**src/hdl/zpd_pkg.sv**
```systemverilog
// shared widths, codes and control types of the z-score distance block
// used by the controller, datapath, top level and checker
`timescale 1ns / 1ps

package zpd_pkg;

	localparam int MAX_LOCATIONS = 1024;
	localparam int ADDR_W = $clog2(MAX_LOCATIONS);
	localparam int CNT_W = ADDR_W + 1;
	localparam int DATA_W = 32;
	localparam int SUM_W = DATA_W + CNT_W;
	localparam int ABS_W = SUM_W - 1;
	localparam int SQP_W = 2 * DATA_W;
	localparam int SQ_W = 2 * DATA_W - 2 + CNT_W;
	localparam int D_W = CNT_W + SQ_W;
	localparam int RT_W = (D_W + DATA_W + 1) / 2;
	localparam int X_W = 2 * RT_W;
	localparam int SREM_W = RT_W + 4;
	localparam int PROD_W = CNT_W + 1 + DATA_W;
	localparam int NUM_W = PROD_W + 1;
	localparam int MAG_W = PROD_W;
	localparam int DVD_W = MAG_W + DATA_W + 1;
	localparam int DREM_W = RT_W + 1;
	localparam int QUO_W = DATA_W + 1;
	localparam int STEP_W = $clog2(DVD_W + 1);

	localparam int PADDR_W = 3;
	localparam logic [PADDR_W-1:0] CFG_NORM_ADDR = PADDR_W'(0);

	localparam logic [1:0] ST_OK = 2'd0;
	localparam logic [1:0] ST_RANGE = 2'd1;
	localparam logic [1:0] ST_FULL = 2'd2;

	localparam logic [DATA_W-1:0] Z_POS_MAX = 32'h7FFF_FFFF;
	localparam logic [DATA_W-1:0] Z_NEG_MAX = 32'h8000_0000;

	typedef enum logic [1:0] {
		FUNC_LOAD   = 2'd0,
		FUNC_FINISH = 2'd1,
		FUNC_QUERY  = 2'd2,
		FUNC_NOP    = 2'd3
	} func_t;

	typedef enum logic [1:0] {
		RES_FULL,
		RES_FINISH,
		RES_QUERY
	} res_kind_t;

	typedef enum logic {
		WR_ZSCORE,
		WR_MARK
	} wr_src_t;

	typedef enum logic [3:0] {
		S_IDLE,
		S_RESULT,
		S_SUM,
		S_SUM_TAIL,
		S_CHECK,
		S_MUL_NQ,
		S_MUL_SWAP,
		S_MUL_SS,
		S_DZERO,
		S_MARK,
		S_SQRT,
		S_NORM_RD,
		S_NORM_WAIT,
		S_NORM_LOAD,
		S_NORM_DIV,
		S_NORM_WB
	} state_t;

	typedef struct packed {
		logic load_en;
		logic query_en;
		logic close_en;
		logic sum_clr;
		logic sum_rd;
		logic mul_ld_nq;
		logic mul_ld_ss;
		logic mul_step;
		logic sqrt_ld;
		logic sqrt_step;
		logic norm_rd;
		logic prod_en;
		logic div_ld;
		logic div_step;
		logic wr_en;
		wr_src_t wr_src;
		logic [ADDR_W-1:0] idx;
		logic res_load;
		res_kind_t res_kind;
	} zpd_cmd_t;

	typedef struct packed {
		logic load_full;
		logic [CNT_W-1:0] count;
		logic n_zero;
		logic d_zero;
		logic rd_missing;
		logic out_free;
	} zpd_stat_t;

endpackage

```
**src/hdl/zpd_ctrl.sv**
```systemverilog
// sequencer of the z-score distance block: item decode and the finish passes
// depends on zpd_pkg; drives the datapath through zpd_cmd_t
`timescale 1ns / 1ps

module zpd_ctrl import zpd_pkg::*; (
	input  logic              clk,
	input  logic              arst_n,
	input  logic              in_valid,
	input  logic [1:0]        func,
	input  logic              norm_en,
	output logic              in_stall,
	input  zpd_stat_t         st,
	output zpd_cmd_t          cmd
);

	state_t state_q, state_d;
	logic [CNT_W-1:0] idx_q;
	logic [STEP_W-1:0] step_q;
	res_kind_t kind_q;
	logic idx_end;

	assign idx_end = idx_q == st.count;
	assign in_stall = state_q != S_IDLE;

	always_comb begin
		state_d = state_q;
		unique case (state_q)
			S_IDLE: begin
				if (in_valid) begin
					unique case (func)
						FUNC_LOAD:   if (st.load_full) state_d = S_RESULT;
						FUNC_FINISH: state_d = norm_en ? S_SUM : S_RESULT;
						FUNC_QUERY:  state_d = S_RESULT;
						default:     state_d = S_IDLE;
					endcase
				end
			end
			S_RESULT:    if (st.out_free) state_d = S_IDLE;
			S_SUM:       if (idx_end) state_d = S_SUM_TAIL;
			S_SUM_TAIL:  if (step_q == STEP_W'(1)) state_d = S_CHECK;
			S_CHECK:     state_d = st.n_zero ? S_RESULT : S_MUL_NQ;
			S_MUL_NQ:    if (step_q == STEP_W'(CNT_W - 1)) state_d = S_MUL_SWAP;
			S_MUL_SWAP:  state_d = S_MUL_SS;
			S_MUL_SS:    if (step_q == STEP_W'(ABS_W - 1)) state_d = S_DZERO;
			S_DZERO:     state_d = st.d_zero ? S_MARK : S_SQRT;
			S_MARK:      if (idx_end) state_d = S_RESULT;
			S_SQRT:      if (step_q == STEP_W'(RT_W - 1)) state_d = S_NORM_RD;
			S_NORM_RD:   state_d = idx_end ? S_RESULT : S_NORM_WAIT;
			S_NORM_WAIT: state_d = st.rd_missing ? S_NORM_RD : S_NORM_LOAD;
			S_NORM_LOAD: state_d = S_NORM_DIV;
			S_NORM_DIV:  if (step_q == STEP_W'(DVD_W - 1)) state_d = S_NORM_WB;
			S_NORM_WB:   state_d = S_NORM_RD;
			default:     state_d = S_IDLE;
		endcase
	end

	always_comb begin
		cmd = '0;
		cmd.idx = idx_q[ADDR_W-1:0];
		cmd.res_kind = kind_q;
		cmd.wr_src = WR_ZSCORE;
		unique case (state_q)
			S_IDLE: begin
				if (in_valid) begin
					unique case (func)
						FUNC_LOAD:   cmd.load_en = 1'b1;
						FUNC_FINISH: begin
							cmd.close_en = 1'b1;
							cmd.sum_clr = norm_en;
						end
						FUNC_QUERY:  cmd.query_en = 1'b1;
						default:     cmd.load_en = 1'b0;
					endcase
				end
			end
			S_RESULT:    cmd.res_load = st.out_free;
			S_SUM:       cmd.sum_rd = !idx_end;
			S_CHECK:     cmd.mul_ld_nq = !st.n_zero;
			S_MUL_NQ,
			S_MUL_SS:    cmd.mul_step = 1'b1;
			S_MUL_SWAP:  cmd.mul_ld_ss = 1'b1;
			S_DZERO:     cmd.sqrt_ld = !st.d_zero;
			S_MARK: begin
				cmd.wr_en = !idx_end;
				cmd.wr_src = WR_MARK;
			end
			S_SQRT:      cmd.sqrt_step = 1'b1;
			S_NORM_RD:   cmd.norm_rd = !idx_end;
			S_NORM_WAIT: cmd.prod_en = !st.rd_missing;
			S_NORM_LOAD: cmd.div_ld = 1'b1;
			S_NORM_DIV:  cmd.div_step = 1'b1;
			S_NORM_WB:   cmd.wr_en = 1'b1;
			default:     cmd.res_load = 1'b0;
		endcase
	end

	always_ff @(posedge clk or negedge arst_n) begin
		if (!arst_n) begin
			state_q <= S_IDLE;
			idx_q <= '0;
			step_q <= '0;
			kind_q <= RES_FULL;
		end else begin
			state_q <= state_d;
			// step count restarts on every state change
			step_q <= (state_d != state_q) ? '0 : step_q + 1'b1;
			case (state_q)
				S_IDLE: begin
					idx_q <= '0;
					if (in_valid) begin
						case (func)
							FUNC_LOAD:   kind_q <= RES_FULL;
							FUNC_FINISH: kind_q <= RES_FINISH;
							default:     kind_q <= RES_QUERY;
						endcase
					end
				end
				S_SUM, S_MARK: if (!idx_end) idx_q <= idx_q + 1'b1;
				S_CHECK:       idx_q <= '0;
				S_NORM_WAIT:   if (st.rd_missing) idx_q <= idx_q + 1'b1;
				S_NORM_WB:     idx_q <= idx_q + 1'b1;
				default:       idx_q <= idx_q;
			endcase
		end
	end

endmodule

```
**config.mk**
```make
export PLATFORM = sky130hd
export DESIGN_NAME = zpd_ctrl
export DESIGN_NICKNAME = d
export VERILOG_FILES = /design/src/hdl/zpd_pkg.sv /design/src/hdl/zpd_ctrl.sv
export SDC_FILE = /design/constraint.sdc
export NUM_CORES = 1
export LEC_CHECK = 0
export ABC_CLOCK_PERIOD_IN_PS = 2100
export BUFFER_PORTS_ARGS = -buffer_cell sky130_fd_sc_hd__buf_2
export CAP_MARGIN = 10
export CORE_UTILIZATION = 48
export DETAILED_ROUTE_END_ITERATION = 12
export PLACE_DENSITY_LB_ADDON = 0.2
export SLEW_MARGIN = 20
export SYNTH_ARGS = -nofsm -noshare
export SYNTH_HDL_FRONTEND = slang
export SYNTH_SLANG_ARGS = --single-unit
```
**constraint.sdc**
```tcl
create_clock -name clk -period 2.1 [get_ports clk]
set_clock_uncertainty 0.05 [all_clocks]
set_input_delay 0.315 -clock clk [delete_from_list [all_inputs] [get_ports clk]]
set_output_delay 0.315 -clock clk [all_outputs]
set_load 0.05 [all_outputs]
```
==> out/metrics.yaml <==
floorplan:
  die_h_um: 66.8
  die_x_um: 66.8
  initial_core_util_pct: 50.3
  ios: 52
  dieArea_um2: 4460
  core_um2: 4000
  rows: 23
clocking:
  cts_buffers: 3
  cts_tree: "done"
  cts.sinks: 24
  ctsRootBufferMaster: "clkbuf_8"
  clock_latency_ns: 0.27
  ctsHoldBuffers: 0
  cts.clk_slew.worst_paths_ns: 0.09
  h-tree-depth: 1
  cts_max_path_buffers: 2
yosys:
  synth_edf_count: 0
  ys_ff_latch: 24
  synthCells: 237
  ys_top_cells_by_area: "dfrtp_1, xnor2_1, buf_4"
  avgSynthCellArea_um2: 8.49
  synth-async-reset-ratio_pct: 100
  synth_nets: 264
  synth_area_um2: 2010
  yosys.area.top_type: "dfrtp_1"
  yosys_most_used_dff: "dfrtp_1"
  ys_warn_count: 0
  ys_types: 62
  yosysSeqAreaShare_pct: 29.8
  synth_top_area_share_pct: 29.8
placed_design:
  pre_cts_ws_ns: -0.192
  dp_hpwl_um: 4060
  finalWeightedCongestion: 0.848
  io_buffers: 51
outcome:
  violations: "negative hold slack, negative setup slack"
  outcome: "finished with violations"
critical_path:
  crit_fanout: 7
  critPathCaptureType: "register"
  cpMaxStageDelayCell: "or3_4"
  critPathLaunch: "idx_q[6]$_DFFE_PN0P_"
  crit_end: "step_q[1]$_DFF_PN0_"
  required_ns: 2.20
  r2r_setup_slack_ns: -0.29
  slowest_delay_ns: 0.43
  critPathArrivalTime_ns: 2.49
  crit_type: "reg -> reg"
  r2r-start: "idx_q[6]$_DFFE_PN0P_"
  r2r-end: "step_q[1]$_DFF_PN0_"
  cp_top_family: "simple AND/OR/NAND/NOR gates"
  worst_setup_path_start_kind: "register"
  cp.depth: 7
  crit_chain: "xor2_1, or3_4, buf_6, nor4_1, or4_4, mux2i_4, nor2b_1"
  critPathBufInv: 1
  r2r.worst_path.cells: 7
finish:
  area_growth_syn_to_layout_pct: 52.4
  final_layout_size_suffix_gt1_share_pct: 53.0
  finalNetCount: 363
  final_common_cell: "buf_4"
  n_antenna_cell: 0
  final_cell_mix: "buf_4, buf_2, dfrtp_1, nand2_1, nor2_1"
sta:
  rsz0062_at_grt: "yes"
  slew_viol_final: 0
  setup_viol: 10
  hold_viol_final: 19
  max_slew.worst_pin.slew_ns: 0.602
  fin_hold_ws_ns: -0.00539
  finalWorstPathRequiredPeriod_ns: 2.39
  setup_ws_ns: -0.287
  fin_crit_sh_pct: 114
  fmax_ghz: 0.419
  max_slew_margin_pct: 59.8
pwr:
  irDropWorstVdd_uv: 888
  pwr-share-clk_pct: 7.0
  powerDensity_nw_per_um2: 1300
  switching_share_pct: 51.7
  pwr-share-comb_pct: 73.4
  power_switching_w: 0.00207
  internal_power_w: 0.00193
  seqPwrFrac_pct: 19.6
  leakage_nw: 1.39
  finalPower_w: 0.00400
global_route:
  overflow: 0
  grtUsageTotal_pct: 27.7
  grt_pass1_wl_um: 9340
  antenna_found_initial: 0
  grt_pass1_vias: 2003
  grt_max_degree: 25
route:
  drc: 0
  drt_pre_antenna_iters: 4
  ant_nets: 0
  drt-initial-drc-count: 171
  wl_per_cell_um: 16.9
  num_vias: 2225
  wl_um: 6490
  via_per_inst: 5.79
hold_path:
  min_path_type: "in -> async"
job:
  cap_violations: 0
sequential cells by signal, indices dropped and copies added, names as in the netlist:
register and flops:
state_q 4, step_q 7, kind_q 2, idx_q 11
power by group through the flow:
stage	Sequential [W]	Combinational (W)	Clock [W]
after floorplan	0.000773	0.00181	0
after global placement	0.000758	0.00240	0
after detailed placement	0.000766	0.00243	0
after CTS	0.000765	0.00263	0.000289
after global routing	0.000804	0.00312	0.000301
final	0.000783	0.00294	0.000281
worst min path at each step:
stage,from,endpoint,slack (ns),depth (start not counted)
after floorplan,arst_n,idx_q[0]$_DFFE_PN0P_,-0.03,0
after global placement,arst_n,kind_q[1]$_DFFE_PN0P_,0.29,1
after detailed placement,arst_n,kind_q[1]$_DFFE_PN0P_,0.31,1
after CTS,arst_n,kind_q[1]$_DFFE_PN0P_,0.008,1
after global routing,arst_n,kind_q[1]$_DFFE_PN0P_,0.03,1
final,arst_n,kind_q[1]$_DFFE_PN0P_,-0.005,1
per-layer routing:
layer	track usage [%]	wire [um]	vias up
met4	9.84	189	0
met2	44.9	3170	97
met3	2.57	395	19
met5	0	0	-
li1	-	-	1053
met1	38.1	2730	1056
what timing repair did:
item,CTS,global route
gates resized for setup,35,33
pin swaps,20,20
setup buffers,6,7
endpoints found under the setup margin,23,26
cloned,1,0
worst reg2reg max path, delay by kind of cell, from the launching register on:
kind	cells	cell delay, ns
simple gates	4	1.17
buf+inv	1	0.15
flops	1	0.41
mux	1	0.31
xor+xnor	1	0.17
cell usage after synthesis, types with 5 or more instances:
master / number
a21oi_1: 14
buf_4: 11
dfrtp_1: 24
ha_1: 5
inv_1: 10
nand2_1: 22
nand2b_1: 5
nand3_1: 7
nor2_1: 14
nor3_1: 5
nor4_1: 8
o21ai_1: 8
or3_1: 9
xnor2_1: 11
metrics by stage:
stage	std cells	setup TNS [ns]	utilization, %	hold slack, ns	area, um2
floorplan	237	-2.25	-	-0.0306	2060
global placement	367	-1.83	65.1	0.289	2610
detailed placement	367	-1.89	65.1	0.305	2610
CTS	377	-1.86	71.0	0.00761	2840
global route	384	-3.21	76.7	0.0337	3070
finish	384	-2.29	76.7	-0.00539	3070
area by class of cell:
type | count | area [um2]
Multi-Input combinational cell | 183 | 1520
Fill cell | 252 | 932
Timing Repair Buffer | 114 | 803
Sequential cell | 24 | 603
Tap cell | 50 | 62.6
Clock buffer | 3 | 41.3
Inverter | 10 | 41.3
cell families after synthesis:
group,Yosys count,synth area share [%]
xor gates and xnor gates,15,6.53
DFF,24,29.8
and+or+nand+nor,105,30.6
adders and majority gates,5,3.11
muxes,2,1.68
AOI/OAI and AO/OA,55,18.6
buffers and inverters,31,9.70
Power figures use the tool's default switching activity.
